===== config.mk =====
export PLATFORM = sky130hd
export DESIGN_NAME = cell_energy_topk_contributors
export DESIGN_NICKNAME = d
export VERILOG_FILES = /design/src/sv/cetk_pkg.sv /design/src/sv/cetk_cfg.sv /design/src/sv/cetk_ctrl.sv /design/src/sv/cetk_dp.sv /design/src/sv/cell_energy_topk_contributors.sv
export SDC_FILE = /design/constraint.sdc
export NUM_CORES = 1
export LEC_CHECK = 0
export BUFFER_PORTS_ARGS = -buffer_cell sky130_fd_sc_hd__buf_2
export CELL_PAD_IN_SITES_DETAIL_PLACEMENT = 1
export CELL_PAD_IN_SITES_GLOBAL_PLACEMENT = 2
export CORE_ASPECT_RATIO = 1.4
export CORE_UTILIZATION = 25
export DETAILED_ROUTE_END_ITERATION = 7
export GPL_TIMING_DRIVEN = 0
export PLACE_DENSITY_LB_ADDON = 0.25
export RECOVER_POWER = 50
export SYNTH_ARGS = -nofsm -noshare
export SYNTH_HDL_FRONTEND = slang
export SYNTH_SLANG_ARGS = --single-unit
export TNS_END_PERCENT = 1

===== constraint.sdc =====
create_clock -name clk -period 10.4 [get_ports clk]
set_input_delay 1.56 -clock clk [delete_from_list [all_inputs] [get_ports clk]]
set_output_delay 1.56 -clock clk [all_outputs]
set_load 0.01 [all_outputs]

===== src/sv/cetk_pkg.sv =====
`timescale 1ns / 1ps
// ----------------------------------------------------------------------------
// cetk_pkg
// Shared widths, codes, control/status bundles and saturating add for the
// cell energy accumulator with top-k contributor list.
// ----------------------------------------------------------------------------
package cetk_pkg;

  // default list depth
  localparam int CETK_MAX_LABELS = 4;

  // field widths
  localparam int CELL_W     = 16;
  localparam int ENERGY_W   = 24;
  localparam int TIME_W     = 16;
  localparam int LABEL_W    = 21;
  localparam int ACC_W      = 32;
  localparam int USED_W     = 5;
  localparam int SLOT_IDX_W = 4;

  // APB register file
  localparam int CFG_ADDR_W = 3;
  localparam int CFG_DATA_W = 32;
  localparam logic [0:0] CFG_IDX_CELL_ID = 1'b0;

  // input commands
  typedef enum logic {
    CMD_ADD  = 1'b0,
    CMD_READ = 1'b1
  } hit_cmd_t;

  // controller -> datapath
  typedef struct packed {
    logic hit_load;  // capture an input transaction
    logic calc_en;   // register label search results
    logic upd_en;    // apply update and load result register
    logic rd_load;   // load result register with one list slot
  } cetk_ctl_t;

  // datapath -> controller
  typedef struct packed {
    logic out_free;  // result register can take a new transaction
    logic rd_last;   // readout counter sits on the final slot
  } cetk_sts_t;

  // unsigned add clamped at all ones
  function automatic logic [ACC_W-1:0] sat_add(input logic [ACC_W-1:0] a,
                                               input logic [ACC_W-1:0] b);
    logic [ACC_W:0] s;
    s = {1'b0, a} + {1'b0, b};
    return s[ACC_W] ? {ACC_W{1'b1}} : s[ACC_W-1:0];
  endfunction

endpackage


===== src/sv/cetk_cfg.sv =====
`timescale 1ns / 1ps
// ----------------------------------------------------------------------------
// cetk_cfg
// APB register file holding the cell identifier.
// ----------------------------------------------------------------------------
module cetk_cfg
  import cetk_pkg::*;
(
  input  logic                  clk,
  input  logic                  rst_n,
  input  logic                  psel,
  input  logic                  penable,
  input  logic                  pwrite,
  input  logic [CFG_ADDR_W-1:0] paddr,
  input  logic [CFG_DATA_W-1:0] pwdata,
  output logic [CFG_DATA_W-1:0] prdata,
  output logic                  pready,
  output logic [CELL_W-1:0]     cell_id
);

  logic [CELL_W-1:0] cell_id_r;
  logic [0:0]        reg_idx;
  logic              wr_cell;

  // word index of the access
  assign reg_idx = paddr[2];
  assign wr_cell = psel && penable && pwrite && (reg_idx == CFG_IDX_CELL_ID);
  assign pready  = 1'b1;

  always_ff @(posedge clk) begin
    if (!rst_n) begin
      cell_id_r <= '0;
    end else if (wr_cell) begin
      cell_id_r <= pwdata[CELL_W-1:0];
    end
  end

  // read mux
  always_comb begin
    prdata = '0;
    if (reg_idx == CFG_IDX_CELL_ID) begin
      prdata = {{(CFG_DATA_W-CELL_W){1'b0}}, cell_id_r};
    end
  end

  assign cell_id = cell_id_r;

endmodule


===== src/sv/cetk_ctrl.sv =====
`timescale 1ns / 1ps
// ----------------------------------------------------------------------------
// cetk_ctrl
// Sequencer: capture, label search, list update, and list readout.
// ----------------------------------------------------------------------------
module cetk_ctrl
  import cetk_pkg::*;
(
  input  logic      clk,
  input  logic      rst_n,
  input  logic      in_valid,
  input  logic      in_command,
  output logic      in_stall,
  input  cetk_sts_t sts,
  output cetk_ctl_t ctl
);

  typedef enum logic [1:0] {
    ST_IDLE,
    ST_CALC,
    ST_UPD,
    ST_RD
  } state_t;

  state_t state_r, state_nxt;
  logic   take;
  logic   is_read;

  assign is_read = (hit_cmd_t'(in_command) == CMD_READ);

  // input is open when idle, or when the update retires this cycle
  assign in_stall = !rst_n ||
                    !((state_r == ST_IDLE) || ((state_r == ST_UPD) && sts.out_free));
  assign take     = in_valid && !in_stall;

  // commands
  always_comb begin
    ctl.hit_load = take;
    ctl.calc_en  = (state_r == ST_CALC);
    ctl.upd_en   = (state_r == ST_UPD) && sts.out_free;
    ctl.rd_load  = (state_r == ST_RD) && sts.out_free;
  end

  // next state
  always_comb begin
    state_nxt = state_r;
    case (state_r)
      ST_IDLE: begin
        if (take) state_nxt = is_read ? ST_RD : ST_CALC;
      end
      ST_CALC: begin
        state_nxt = ST_UPD;
      end
      ST_UPD: begin
        if (sts.out_free) begin
          if (take) state_nxt = is_read ? ST_RD : ST_CALC;
          else      state_nxt = ST_IDLE;
        end
      end
      ST_RD: begin
        if (sts.out_free && sts.rd_last) state_nxt = ST_IDLE;
      end
      default: state_nxt = ST_IDLE;
    endcase
  end

  always_ff @(posedge clk) begin
    if (!rst_n) begin
      state_r <= ST_IDLE;
    end else begin
      state_r <= state_nxt;
    end
  end

endmodule


===== src/sv/cetk_dp.sv =====
`timescale 1ns / 1ps
// ----------------------------------------------------------------------------
// cetk_dp
// Datapath: hit capture, parallel label match, sorted list insertion,
// energy/time accumulation and the result register.
// ----------------------------------------------------------------------------
module cetk_dp
  import cetk_pkg::*;
#(
  parameter int MAX_LABELS = CETK_MAX_LABELS
)(
  input  logic                       clk,
  input  logic                       rst_n,
  input  cetk_ctl_t                  ctl,
  output cetk_sts_t                  sts,
  input  logic [CELL_W-1:0]          cell_id,
  input  logic [CELL_W-1:0]          in_hit_cell,
  input  logic [ENERGY_W-1:0]        in_hit_energy,
  input  logic [TIME_W-1:0]          in_hit_time,
  input  logic signed [LABEL_W-1:0]  in_hit_label,
  output logic                       out_valid,
  input  logic                       out_stall,
  output logic                       out_ignored,
  output logic [ACC_W-1:0]           out_total_energy,
  output logic [TIME_W-1:0]          out_digit_time,
  output logic [USED_W-1:0]          out_used_slots,
  output logic [SLOT_IDX_W-1:0]      out_slot_index,
  output logic signed [LABEL_W-1:0]  out_slot_label,
  output logic [ACC_W-1:0]           out_slot_deposit,
  output logic                       out_last
);

  localparam int IDX_W  = $clog2(MAX_LABELS);
  localparam int FILL_W = $clog2(MAX_LABELS + 1);

  // captured hit
  logic [CELL_W-1:0]         hit_cell_r;
  logic [ENERGY_W-1:0]       hit_energy_r;
  logic [TIME_W-1:0]         hit_time_r;
  logic signed [LABEL_W-1:0] hit_label_r;
  logic [ACC_W-1:0]          hit_e32;

  // accumulated state
  logic [ACC_W-1:0]          sum_r, sum_nxt;
  logic [TIME_W-1:0]         time_r, time_nxt;
  logic [FILL_W-1:0]         fill_r, fill_nxt;
  logic signed [LABEL_W-1:0] label_r [MAX_LABELS];
  logic [ACC_W-1:0]          dep_r   [MAX_LABELS];
  logic signed [LABEL_W-1:0] label_nxt [MAX_LABELS];
  logic [ACC_W-1:0]          dep_nxt   [MAX_LABELS];

  // search stage
  logic [MAX_LABELS-1:0]     lab_match;
  logic [ACC_W-1:0]          found_dep;
  logic [IDX_W-1:0]          found_idx;
  logic                      found;
  logic                      full;
  logic                      drop;
  logic                      calc_wr, calc_inc;
  logic [IDX_W-1:0]          calc_j;
  logic [ACC_W-1:0]          calc_v;
  logic                      st_drop_r, st_wr_r, st_inc_r;
  logic [IDX_W-1:0]          st_j_r;
  logic [ACC_W-1:0]          st_v_r;

  // insertion
  logic [MAX_LABELS-1:0]     ins_ge;
  logic [MAX_LABELS-1:0]     ge_up;

  // readout and result register
  logic [IDX_W-1:0]          rd_cnt_r;
  logic                      rd_last;
  logic                      out_valid_r;
  logic                      out_free;

  assign hit_e32 = {{(ACC_W-ENERGY_W){1'b0}}, hit_energy_r};

  // hit capture
  always_ff @(posedge clk) begin
    if (ctl.hit_load) begin
      hit_cell_r   <= in_hit_cell;
      hit_energy_r <= in_hit_energy;
      hit_time_r   <= in_hit_time;
      hit_label_r  <= in_hit_label;
    end
  end

  // label search across all slots in parallel
  always_comb begin
    found_dep = '0;
    found_idx = '0;
    for (int i = 0; i < MAX_LABELS; i++) begin
      lab_match[i] = (FILL_W'(i) < fill_r) && (label_r[i] == hit_label_r);
      found_dep    = found_dep | (lab_match[i] ? dep_r[i] : '0);
      found_idx    = found_idx | (lab_match[i] ? IDX_W'(i) : '0);
    end
    found = |lab_match;
    full  = (fill_r == FILL_W'(MAX_LABELS));
    drop  = (hit_cell_r != cell_id) || (hit_energy_r == '0);

    calc_inc = 1'b0;
    if (found) begin
      calc_j  = found_idx;
      calc_v  = sat_add(found_dep, hit_e32);
      calc_wr = 1'b1;
    end else if (!full) begin
      calc_j   = fill_r[IDX_W-1:0];
      calc_v   = hit_e32;
      calc_wr  = 1'b1;
      calc_inc = 1'b1;
    end else begin
      calc_j  = IDX_W'(MAX_LABELS - 1);
      calc_v  = hit_e32;
      calc_wr = (hit_e32 > dep_r[MAX_LABELS-1]);
    end
    // unlabeled or dropped hits leave the list alone
    if (drop || hit_label_r[LABEL_W-1]) begin
      calc_wr  = 1'b0;
      calc_inc = 1'b0;
    end
  end

  always_ff @(posedge clk) begin
    if (ctl.calc_en) begin
      st_drop_r <= drop;
      st_wr_r   <= calc_wr;
      st_inc_r  <= calc_inc;
      st_j_r    <= calc_j;
      st_v_r    <= calc_v;
    end
  end

  // insertion: the changed entry rises above every entry smaller than it
  assign ge_up = {ins_ge[MAX_LABELS-2:0], 1'b1};

  always_comb begin
    for (int i = 0; i < MAX_LABELS; i++) begin
      ins_ge[i] = (IDX_W'(i) < st_j_r) && (dep_r[i] >= st_v_r);
    end
    for (int i = 0; i < MAX_LABELS; i++) begin
      label_nxt[i] = label_r[i];
      dep_nxt[i]   = dep_r[i];
      if (st_wr_r && (IDX_W'(i) <= st_j_r) && !ins_ge[i]) begin
        if (ge_up[i]) begin
          label_nxt[i] = hit_label_r;
          dep_nxt[i]   = st_v_r;
        end else begin
          label_nxt[i] = label_r[(i == 0) ? 0 : i - 1];
          dep_nxt[i]   = dep_r[(i == 0) ? 0 : i - 1];
        end
      end
    end
    fill_nxt = fill_r + FILL_W'(st_inc_r);
    sum_nxt  = st_drop_r ? sum_r : sat_add(sum_r, hit_e32);
    time_nxt = (!st_drop_r && (hit_e32 > sum_r)) ? hit_time_r : time_r;
  end

  // accumulated state
  always_ff @(posedge clk) begin
    if (!rst_n) begin
      sum_r  <= '0;
      time_r <= '0;
      fill_r <= '0;
      for (int i = 0; i < MAX_LABELS; i++) begin
        label_r[i] <= '1;
        dep_r[i]   <= '0;
      end
    end else if (ctl.upd_en) begin
      sum_r  <= sum_nxt;
      time_r <= time_nxt;
      fill_r <= fill_nxt;
      for (int i = 0; i < MAX_LABELS; i++) begin
        label_r[i] <= label_nxt[i];
        dep_r[i]   <= dep_nxt[i];
      end
    end
  end

  // readout slot counter
  assign rd_last = (rd_cnt_r == IDX_W'(MAX_LABELS - 1));

  always_ff @(posedge clk) begin
    if (!rst_n) begin
      rd_cnt_r <= '0;
    end else if (ctl.rd_load) begin
      rd_cnt_r <= rd_last ? '0 : rd_cnt_r + 1'b1;
    end
  end

  // result register
  assign out_free = !out_valid_r || !out_stall;

  always_ff @(posedge clk) begin
    if (!rst_n) begin
      out_valid_r <= 1'b0;
    end else if (ctl.upd_en || ctl.rd_load) begin
      out_valid_r <= 1'b1;
    end else if (!out_stall) begin
      out_valid_r <= 1'b0;
    end
  end

  always_ff @(posedge clk) begin
    if (ctl.upd_en) begin
      out_ignored      <= st_drop_r;
      out_total_energy <= sum_nxt;
      out_digit_time   <= time_nxt;
      out_used_slots   <= USED_W'(fill_nxt);
      out_slot_index   <= '0;
      out_slot_label   <= label_nxt[0];
      out_slot_deposit <= dep_nxt[0];
      out_last         <= 1'b1;
    end else if (ctl.rd_load) begin
      out_ignored      <= 1'b0;
      out_total_energy <= sum_r;
      out_digit_time   <= time_r;
      out_used_slots   <= USED_W'(fill_r);
      out_slot_index   <= SLOT_IDX_W'(rd_cnt_r);
      out_slot_label   <= label_r[rd_cnt_r];
      out_slot_deposit <= dep_r[rd_cnt_r];
      out_last         <= rd_last;
    end
  end

  assign out_valid    = out_valid_r;
  assign sts.out_free = out_free;
  assign sts.rd_last  = rd_last;

endmodule


===== src/sv/cell_energy_topk_contributors.sv =====
`timescale 1ns / 1ps
// ----------------------------------------------------------------------------
// cell_energy_topk_contributors
// Accumulates hit energy of one cell and keeps a sorted top-k contributor list.
// ----------------------------------------------------------------------------
// Add hit: capture, search (results registered) and insertion, which waits
//   for a free result register; a new hit is taken as the update retires.
// Read: MAX_LABELS results, one per cycle unless the result channel stalls.
// Reset (rst_n low, synchronous) clears totals, time, fill count, the list
//   (labels -1, deposits 0) and cell_id; in_stall is high while rst_n is low.
module cell_energy_topk_contributors
  import cetk_pkg::*;
#(
  parameter int MAX_LABELS = CETK_MAX_LABELS
)(
  input  logic                       clk,
  input  logic                       rst_n,
  // configuration
  input  logic                       psel,
  input  logic                       penable,
  input  logic                       pwrite,
  input  logic [CFG_ADDR_W-1:0]      paddr,
  input  logic [CFG_DATA_W-1:0]      pwdata,
  output logic [CFG_DATA_W-1:0]      prdata,
  output logic                       pready,
  // input channel
  input  logic                       in_valid,
  output logic                       in_stall,
  input  logic                       in_command,
  input  logic [CELL_W-1:0]          in_hit_cell,
  input  logic [ENERGY_W-1:0]        in_hit_energy,
  input  logic [TIME_W-1:0]          in_hit_time,
  input  logic signed [LABEL_W-1:0]  in_hit_label,
  // result channel
  output logic                       out_valid,
  input  logic                       out_stall,
  output logic                       out_ignored,
  output logic [ACC_W-1:0]           out_total_energy,
  output logic [TIME_W-1:0]          out_digit_time,
  output logic [USED_W-1:0]          out_used_slots,
  output logic [SLOT_IDX_W-1:0]      out_slot_index,
  output logic signed [LABEL_W-1:0]  out_slot_label,
  output logic [ACC_W-1:0]           out_slot_deposit,
  output logic                       out_last
);

  logic [CELL_W-1:0] cell_id;
  cetk_ctl_t         ctl;
  cetk_sts_t         sts;

  cetk_cfg u_cfg (
    .clk     (clk),
    .rst_n   (rst_n),
    .psel    (psel),
    .penable (penable),
    .pwrite  (pwrite),
    .paddr   (paddr),
    .pwdata  (pwdata),
    .prdata  (prdata),
    .pready  (pready),
    .cell_id (cell_id)
  );

  cetk_ctrl u_ctrl (
    .clk        (clk),
    .rst_n      (rst_n),
    .in_valid   (in_valid),
    .in_command (in_command),
    .in_stall   (in_stall),
    .sts        (sts),
    .ctl        (ctl)
  );

  cetk_dp #(
    .MAX_LABELS (MAX_LABELS)
  ) u_dp (
    .clk              (clk),
    .rst_n            (rst_n),
    .ctl              (ctl),
    .sts              (sts),
    .cell_id          (cell_id),
    .in_hit_cell      (in_hit_cell),
    .in_hit_energy    (in_hit_energy),
    .in_hit_time      (in_hit_time),
    .in_hit_label     (in_hit_label),
    .out_valid        (out_valid),
    .out_stall        (out_stall),
    .out_ignored      (out_ignored),
    .out_total_energy (out_total_energy),
    .out_digit_time   (out_digit_time),
    .out_used_slots   (out_used_slots),
    .out_slot_index   (out_slot_index),
    .out_slot_label   (out_slot_label),
    .out_slot_deposit (out_slot_deposit),
    .out_last         (out_last)
  );

endmodule


==> metrics.txt, run 1 <==
outcome=finished, violations left; failing checks=max-capacitance violations, max-slew violations; clk slew on worst S/H paths=60 ps; Worst setup EP type=flop; pin count of the biggest net entering global routing=64; DR vias=24700; synth top area cells=edfxtp_1 (42%), ha_1 (8.0%), dfxtp_1 (5.0%); leading area contributor after synthesis=edfxtp_1; Total Power=0.00521 W; RSZ-0062 raised after global routing=false; first-pass GRT wire length=181000 µm; drt total wl=125000 µm; Finished Layout Cells=4870; Port Buffers=227; P&R area growth vs syn=17.0%; die width=298 µm; CP required=10920 ps; Netlist cell types=76; layout cell share with drive strength beyond 1=10.5%; initial core utilization=25.3%; skew final=22.7 ps; Synth warnings=0; top_reg_cell synth=edfxtp_1; Pins Over Slew Limit=189; FMAX=121 MHz; DRC violations left=0; post-route ant nets=0; Mapped Avg Cell Area=10.6 µm²; crit path DAT=8760 ps; Setup-failing EPs final=0; Die H=416 µm; hold_buf cts=0; vias in the first global route=26300; I/O pin count=267; Post-synth ARST share=0%; WL/cell=25.7 µm; DP HPWL=97100 µm; DRT Pass-1 Iters=6; # H-tree levels=2; final instance area=35900 µm²; total CTS buffers=59; root buf cell=clkbuf_16; maxcap violations=7; worst-path fanout max=10; flops & latches, synth=508; Final Hold Violating Endpoints=0; Hold WC Path Type=reg -> reg; post-synthesis sequential area ratio=47.3%; CTS tree=done; antenna violations before repair=8; Die Area=124000 µm²; Core ar.=121000 µm²; Synth top area share=42.2%; Final period util=79.2%; clk_lat worst skew=680 ps; DP Area=34300 µm²; DR iter-0 viols=1403; GRT Util Overall=19.8%; fin nets=3531; Peak VDD IR=124 µV; final hold slack=443 ps; Final min period=8240 ps; DP Cell Count=4759; Final GP Congestion=0.864; CP Class=reg -> reg; leakage=12.7 nW; Power Dens Cells=145 nW/µm²; Cells after Synth=2887; postcts setup bufs=0; total grt overflow=0; post-CTS sizing=0; FP Rows=151; clk sinks=508; vias per cell=5.07; Post-synth EDFFs=431; CP Launch Type=flop; Cell Area, Synth=30700 µm²; Worst-Margin Slew=3240 ps; setup TNS=0 ps; clock tree buffer depth=3; Worst slew margin=-117%
## per-layer routing
layer	share of wire (%)	routed length [µm]	track usage, %	up-vias
met5	0.041	51	0	-
met4	3.0	3760	5.93	8
met3	3.6	4470	2.54	173
met2	54	67300	37.9	577
met1	40	49800	22.5	12500
li1	-	-	-	11400
## cells by family after synthesis
kind of cell | Yosys count | synth area share [%]
XOR/XNOR | 141 | 4.03
flip-flops | 508 | 47.3
AND/OR/NAND/NOR | 906 | 14.5
AO/OA/AOI/OAI | 625 | 13.5
multiplexers | 179 | 8.09
adder cells (fa/ha/maj) | 197 | 8.09
buffers and inverters | 329 | 4.49
other | 2 | 0.0245
## cells in the final DEF, fill, tap and decap left out, types with 14 or more instances in the layout
master / n
edfxtp_1: 431
clkbuf_1: 276
nand2_1: 244
nor2_1: 240
ha_1: 195
o21ai_0: 155
a21oi_1: 134
buf_2: 129
inv_1: 118
mux2i_1: 107
xnor2_1: 105
nand3_1: 84
dfxtp_1: 77
a22oi_1: 73
clkbuf_16: 60
nor3_1: 58
a21o_1: 53
mux4_2: 53
nand3b_1: 52
nand4_1: 48
and2_1: 45
xor2_1: 36
o211ai_1: 36
a41oi_1: 33
buf_4: 29
nor2b_1: 28
nor4_1: 23
or4_1: 23
o32ai_1: 21
conb_1: 21
mux2_2: 18
buf_1: 17
clkinv_1: 16
o21a_1: 15
and3_1: 14
a31oi_1: 14
## worst max-delay path: stages (launching register included)
cell	delay, ps
edfxtp_1	340
clkbuf_1	410
xor2_1	180
nor4_1	500
nand4_1	280
nor4_4	860
clkbuf_1	810
clkbuf_1	680
a22oi_1	140
nand2_1	200
ha_1	240
inv_1	70
fa_1	420
nor2b_1	170
o2111ai_1	130
nand4b_1	270
o311ai_1	200
o2111ai_1	450
a221o_1	310
a31oi_4	200
nor3_4	650
buf_4	330
nor3_1	80
nor2_1	130
## state kept, by name (all words and copies together), names as in the netlist, 16 cells and up, named ones only
register / cells
u_dp.hit_cell_r: 16
u_dp.out_slot_deposit: 32
u_dp.label_r: 84
u_cfg.cell_id: 16
u_dp.hit_label_r: 21
u_dp.out_total_energy: 32
u_dp.dep_r: 128
u_dp.out_digit_time: 16
u_dp.out_slot_label: 21
u_dp.sum_r: 32
u_dp.hit_energy_r: 24
u_dp.st_v_r: 32
u_dp.time_r: 16
u_dp.hit_time_r: 16
## area by class of cell
cell class,instances,area (µm²)
Buffer,209,927
Sequential cell,508,14500
Fill cell,13900,85400
Clock buffer,64,1520
Timing Repair Buffer,247,1170
Antenna cell,2,5.00
Inverter,120,452
Clock inverter,45,407
Tap cell,1606,2010
Multi-Input combinational cell,2069,14900
## cells in the mapped netlist, types with 21 or more instances
library cell	number
xor2_1	36
a21oi_1	134
buf_2	24
a22oi_1	73
ha_1	195
o21ai_0	155
nand3b_1	52
a21o_1	53
nand3_1	84
edfxtp_1	431
dfxtp_1	77
nor2_1	240
o211ai_1	36
nor4_1	23
o32ai_1	21
buf_4	24
nor3_1	58
a41oi_1	33
and2_1	48
inv_1	118
xnor2_1	105
or4_1	23
nand4_1	48
clkbuf_1	140
mux2i_1	107
nand2_1	245
nor2b_1	28
mux4_2	53
## report_power, final
group | switching, W | leakage [nW] | internal (W) | total [W]
clock | 0.000974 | 0.933 | 0.00118 | 0.00216
sequential | 0.0000915 | 4.59 | 0.00231 | 0.00241
combinational | 0.000431 | 7.16 | 0.000213 | 0.000644
total | 0.00150 | 12.7 | 0.00371 | 0.00521
## final timing paths
path	from	depth (start not counted)	slack, ps	to
worst min register to register	u_dp.out_slot_index[0]$_SDFFE_PP0P_	2	440	u_dp.out_slot_index[0]$_SDFFE_PP0P_
worst max register to register	u_dp.hit_label_r[6]$_DFFE_PP_	23	2160	u_dp.st_v_r[18]$_DFFE_PP_
worst max-delay path	u_dp.hit_label_r[6]$_DFFE_PP_	23	2160	u_dp.st_v_r[18]$_DFFE_PP_
worst min-delay path	u_dp.out_slot_index[0]$_SDFFE_PP0P_	2	440	u_dp.out_slot_index[0]$_SDFFE_PP0P_
## per-stage QoR
stage	setup slack (ps)	util, %
6_report	2160	29.6
5_1_grt	1420	29.6
4_1_cts	2070	29.9
3_5_place_dp	2090	28.3
3_3_place_gp	-6460	27.9
2_1_floorplan	1410	-
Power figures use the tool's default switching activity.
==> run 2: changes to the inputs <==
clock period = 7.53 ns   (was 10.4 ns; I/O delays follow)
==> run 2 against run 1 <==
  * The run still ends with max-capacitance violations, max-slew violations left
  * Clock power increased by 52%
  * Clock skew increased by 10 ps
  * Wire length about the same
  * First-iteration DRC count decreased by 4.8%
  * Hold slack got worse by 5.6 ps
  * Core utilization increased by 0.31 points
  * Critical path depth decreased by 2
  * Flip-flop and latch count unchanged
  * Cell count increased by 0.18%
  * Total power increased by 44%
  * Final area increased by 1.1%
  * Worst setup slack got worse by 1800 ps
==> metrics.txt, run 2 (synthesis gave the netlist of run 1 again) <==
maxcap violations=5; critical path's slowest cell=nor4_1; CTS tree=done; Peak VDD IR=160 µV; CP endpoint=u_dp.st_v_r[11]$_DFFE_PP_; WL/cell=25.7 µm; first-pass GRT wire length=182000 µm; hold_buf cts=0; CP required=7920 ps; Layout fillers=13800; DRC violations left=0; Worst Setup SP=u_dp.hit_label_r[20]$_DFFE_PP_; CP Class=reg -> reg; Final min period=7130 ps; FP Rows=151; FMAX=140 MHz; CP top delay family=compound AO/OA/AOI/OAI gates; DP HPWL=96700 µm; Power Dens Cells=207 nW/µm²; Reg-to-Reg End=u_dp.st_v_r[11]$_DFFE_PP_; CP Launch Type=flop; WP buf/inv=5; total grt overflow=0; max reg flops=128; # H-tree levels=3; Worst setup EP type=flop; vias per cell=5.05; pin count of the biggest net entering global routing=66; Setup-failing EPs final=0; GRT Util Overall=19.9%; Biggest register=u_dp.dep_r; commonest non-fill, non-tap cell in the layout=edfxtp_1; worst-path fanout max=10; WP depth=21; clk sinks=508; post-route ant nets=0; DR iter-0 viols=1335; DRT Pass-1 Iters=5; Worst Reg2Reg Path Length in Cells=21; Final GP Congestion=0.887; setup TNS=0 ps; vias in the first global route=26400; drt total wl=125000 µm; P&R area growth vs syn=18.2%; initial core utilization=25.3%; Worst-Margin Slew=3060 ps; worst reg2reg path startpoint=u_dp.hit_label_r[20]$_DFFE_PP_; DR vias=24600; Final Hold Violating Endpoints=0; Worst slew margin=-106%; outcome=finished, violations left; crit-path max cell delay=580 ps; die width=298 µm; critical path, cell by cell=buf_2 -> xor2_1 -> nor4_1 -> nand4_1 -> nor4_4 -> clkbuf_2 -> clkbuf_2 -> a22oi_1 -> nand2_1 -> ha_1 -> a21o_1 -> a21oi_1 -> inv_1 -> o311ai_1 -> o2111ai_1 -> a221o_1 -> a31oi_4 -> or3_1 -> buf_4 -> o31ai_1 -> mux2_1; most frequent cells in the layout=edfxtp_1 (431), clkbuf_1 (283), nand2_1 (244); Final period util=94.6%; crit-path most repeated cell=clkbuf_2; clock tree buffer depth=3; Port Buffers=227; Core ar.=121000 µm²; skew final=32.7 ps; antenna violations before repair=10; layout cell share with drive strength beyond 1=10.8%; Die H=416 µm; Top Registers=u_dp.dep_r (128), u_dp.label_r (84); fin nets=3539; root buf cell=clkbuf_16; Hold WC Path Type=reg -> reg; internal reg-to-reg setup slack=400 ps; leakage=12.9 nW; Pins Over Slew Limit=76; clk slew on worst S/H paths=60 ps; fin util=29.9%; crit path DAT=7520 ps; Die Area=124000 µm²; total CTS buffers=67; failing checks=max-capacitance violations, max-slew violations; clk_lat worst skew=660 ps; RSZ-0062 raised after global routing=false; I/O pin count=267
[run 2: changes by cell type in the layout (fill, tap and decap cells not counted), sizes merged]
| cell | delta |
|---|---|
| buf | -10 |
| bufinv | +1 |
| clkbuf | +27 |
| clkinv | -4 |
| clkinvlp | -3 |
| diode | -1 |
| inv | -1 |
[run 2: final cells by class]
type / instances / area [µm²] / share of cell area, %
tap: 1606 / 2010 / 5.55
sequential: 508 / 14500 / 40.0
clock inverter: 38 / 380 / 1.05
buffer: 209 / 935 / 2.58
multi-input combinational: 2069 / 15000 / 41.3
antenna: 1 / 2.50 / 0.00691
timing repair buffer: 247 / 1200 / 3.31
clock buffer: 81 / 1820 / 5.03
inverter: 120 / 455 / 1.26
[run 2: stage by stage]
stage	total power (W)	worst slack (ps)	hold WS, ps	area (µm²)	instances
global route	0.00779	6.77	472	36200	4878
global placement	0.00430	-4360	428	33900	4739
detailed placement	0.00431	-795	434	34300	4756
floorplan	0.00386	928	457	30700	2906
CTS	0.00766	83.6	443	36500	4876
finish	0.00751	403	438	36200	4879
[run 2: report_power, final]
group / leakage, nW / switching (W) / internal, W
logic: 7.19 / 0.000596 / 0.000295
registers: 4.59 / 0.000127 / 0.00320
clock network: 1.08 / 0.00136 / 0.00193
total: 12.9 / 0.00208 / 0.00543
[run 2: worst register-to-register path, stage by stage, from the launching register on]
cell,delay [ps]
edfxtp_1,430
buf_2,250
xor2_1,190
nor4_1,580
nand4_1,270
nor4_4,440
clkbuf_2,470
clkbuf_2,440
a22oi_1,120
nand2_1,120
ha_1,280
a21o_1,200
a21oi_1,410
inv_1,160
o311ai_1,500
o2111ai_1,320
a221o_1,430
a31oi_4,430
or3_1,190
buf_4,220
o31ai_1,120
mux2_1,300
[run 2: what timing repair did]
| action | CTS | global route |
|---|---|---|
| cloned | 0 | 0 |
| endpoints found under the setup margin | 32 | 15 |
| pin swaps | 2 | 1 |
| resized for setup | 9 | 7 |
| setup buffers | 1 | 2 |
[run 2: routing by layer]
| layer | up-vias | global-route usage, % | share of wire [%] |
|---|---|---|---|
| li1 | 11400 | - | - |
| met1 | 12400 | 22.6 | 39 |
| met2 | 597 | 37.6 | 53 |
| met3 | 188 | 3.00 | 4.2 |
| met4 | 10 | 6.86 | 3.1 |
| met5 | - | 0 | 0.048 |
[run 2: worst min path at each step]
| stage | from | slack (ps) | endpoint | cells past startpoint |
|---|---|---|---|---|
| 3_5_place_dp | u_dp.out_slot_index[0]$_SDFFE_PP0P_ | 430 | u_dp.out_slot_index[0]$_SDFFE_PP0P_ | 2 |
| 4_1_cts | u_dp.out_slot_index[0]$_SDFFE_PP0P_ | 440 | u_dp.out_slot_index[0]$_SDFFE_PP0P_ | 2 |
| 5_1_grt | u_dp.out_slot_index[0]$_SDFFE_PP0P_ | 470 | u_dp.out_slot_index[0]$_SDFFE_PP0P_ | 2 |
| 3_3_place_gp | u_dp.out_slot_index[0]$_SDFFE_PP0P_ | 430 | u_dp.out_slot_index[0]$_SDFFE_PP0P_ | 2 |
| 2_1_floorplan | u_cfg.cell_id[0]$_SDFFE_PN0P_ | 460 | u_cfg.cell_id[0]$_SDFFE_PN0P_ | 2 |
| 6_report | u_dp.out_slot_index[0]$_SDFFE_PP0P_ | 440 | u_dp.out_slot_index[0]$_SDFFE_PP0P_ | 2 |
==> run 3: changes to the inputs <==
==> constraint.sdc (replaced) <==
create_clock -name clk -period 7.53 [get_ports clk]
set_input_delay 2.259 -clock clk [delete_from_list [all_inputs] [get_ports clk]]
set_output_delay 2.259 -clock clk [all_outputs]
set_load 0.01 [all_outputs]
==> run 3 against run 2 <==
  * The run still ends with max-capacitance violations, max-slew violations left
  * Non-clock buffer count stayed put
  * Clock power about the same
  * Count of clock-buffer cells in the layout is the same
  * Highest routed layer unchanged
  * Clock skew shrank 1.1 ps
  * Cell count unchanged
  * Global-route usage did not move
  * Via count rose by 0.17%
  * Core utilization barely moved
  * Flip-flop and latch count did not move
  * Final area about the same
  * Largest cell class unchanged
  * Wire length about the same
  * Register-to-register slack barely moved
==> metrics.txt, run 3 (synthesis gave the netlist of run 1 again) <==
outcome=finished, violations left; failing checks=max-capacitance violations, max-slew violations; Setup-failing EPs final=0; max reg flops=128; I/O pin count=267; FMAX=140 MHz; Sequential Power Share=44.2%; commonest non-fill, non-tap cell in the layout=edfxtp_1; total grt overflow=0; CP required=7920 ps; Die Area=124000 µm²; Power Dens Cells=207 nW/µm²; FP Rows=151; Worst setup EP type=flop; crit-path max cell delay=640 ps; # H-tree levels=3; DRT Pass-1 Iters=5; Finished Layout Cells=4879; Final min period=7140 ps; final instance area=36300 µm²; CP Class=reg -> reg; WL/cell=25.7 µm; critical path's slowest cell=nor4_1; DR iter-0 viols=1296; antenna violations before repair=10; layout cell share with drive strength beyond 1=11.3%; initial core utilization=25.3%; Hold WC Path Type=reg -> reg; Die H=416 µm; CTS tree=done; worst-path fanout max=10; crit-path most repeated cell=clkbuf_2; RSZ-0062 raised after global routing=false; total CTS buffers=67; leakage=12.9 nW; Biggest register=u_dp.dep_r; maxcap violations=6; Sw Share=27.7%; DP Cell Count=4756; clk sinks=508; fin nets=3539; clk_lat worst skew=660 ps; CP Launch Type=flop; hold_buf cts=0; Layout fillers=13800; most frequent cells in the layout=edfxtp_1 (431), clkbuf_1 (266), nand2_1 (244); Port Buffers=227; Worst-Margin Slew=3470 ps; P&R area growth vs syn=18.3%; vias in the first global route=26400; internal power=0.00543 W; critical path, cell by cell=buf_2 -> xor2_1 -> nor4_1 -> nand4_1 -> nor4_4 -> clkbuf_2 -> clkbuf_2 -> a22oi_1 -> nand2_1 -> ha_1 -> a21o_1 -> a21oi_1 -> inv_1 -> o311ai_1 -> o2111ai_1 -> a221o_1 -> a31oi_4 -> or3_1 -> buf_4 -> o31ai_1 -> mux2_1; Top Registers=u_dp.dep_r (128), u_dp.label_r (84); Final period util=94.8%; GRT Util Overall=19.9%; Final Hold Violating Endpoints=0; Worst slew margin=-134%; vias per cell=5.06; drt total wl=125000 µm; clk slew on worst S/H paths=60 ps; skew final=31.6 ps; root buf cell=clkbuf_16; first-pass GRT wire length=182000 µm; DRC violations left=0; Final GP Congestion=0.887; clock tree buffer depth=3; Comb power frac=11.9%; Core ar.=121000 µm²; Peak VDD IR=160 µV; post-route ant nets=0; DP HPWL=96700 µm; DP Area=34300 µm²; pin count of the biggest net entering global routing=66; Clock power frac=43.9%; Net Sw Power=0.00208 W; crit path DAT=7530 ps; die width=298 µm; DR vias=24700; Pins Over Slew Limit=80
[run 3: changes by cell type in the layout (fill, tap and decap cells not counted), sizes merged]
cell,previous run,this run
buf,174,191
clkbuf,363,346
[run 3: timing repair]
action	4_1_cts	5_1_grt
setup endpoints to repair	32	15
cloned	0	0
resized for setup	9	7
pin swaps	2	1
setup buffers	1	2
[run 3: critical path: cells and delay by family, from the launching register on]
family	cells	cell delay, ps
AOI/OAI and AO/OA	8	2510
and+or+nand+nor	5	1650
buffers and inverters	5	1510
DFF	1	350
muxes	1	300
adders and majority gates	1	280
xor gates and xnor gates	1	250
[run 3: metal layers]
metal  up-vias  wire (µm)  GRT usage [%]
li1      11400          -              -
met1     12400      49100           22.6
met2       628      66500           37.6
met3       188       5630           3.00
met4        10       3930           6.86
met5         -         60              0
[run 3: final cells by class]
cell class	instances	area (µm²)	share of cell area, %
multi-input combinational	2069	14900	41.2
sequential	508	14500	39.9
tap	1606	2010	5.54
clock buffer	81	1820	5.02
timing repair buffer	247	1240	3.43
buffer	209	935	2.58
inverter	120	455	1.26
clock inverter	38	380	1.05
antenna	1	2.50	0.00690
[run 3: final timing paths]
path | startpoint | endpoint | slack (ps) | cells after the start
hold / removal | u_dp.out_slot_index[0]$_SDFFE_PP0P_ | u_dp.out_slot_index[0]$_SDFFE_PP0P_ | 440 | 2
setup / recovery | u_dp.hit_label_r[1]$_DFFE_PP_ | u_dp.st_v_r[11]$_DFFE_PP_ | 390 | 21
hold reg to reg | u_dp.out_slot_index[0]$_SDFFE_PP0P_ | u_dp.out_slot_index[0]$_SDFFE_PP0P_ | 440 | 2
setup reg to reg | u_dp.hit_label_r[1]$_DFFE_PP_ | u_dp.st_v_r[11]$_DFFE_PP_ | 390 | 21
[run 3: per-stage QoR]
stage / setup slack [ps] / setup TNS, ps / hold WS (ps) / util [%] / power (W)
final: 389 / 0 / 438 / 29.9 / 0.00751
after global routing: 6.77 / 0 / 472 / 29.9 / 0.00779
after CTS: 83.6 / 0 / 443 / 30.1 / 0.00766
after detailed placement: -795 / -19460 / 434 / 28.3 / 0.00431
after global placement: -5320 / -1985470 / 428 / 27.9 / 0.00430
after floorplan: 66.0 / 0 / 457 / - / 0.00386
[run 3: power groups by stage]
| stage | Clock (W) | Sequential, W | Combinational, W |
|---|---|---|---|
| 6_report | 0.00329 | 0.00332 | 0.000893 |
| 5_1_grt | 0.00348 | 0.00334 | 0.000975 |
| 4_1_cts | 0.00340 | 0.00332 | 0.000933 |
| 3_5_place_dp | 0 | 0.00338 | 0.000927 |
| 3_3_place_gp | 0 | 0.00341 | 0.000890 |
| 2_1_floorplan | 0 | 0.00335 | 0.000514 |
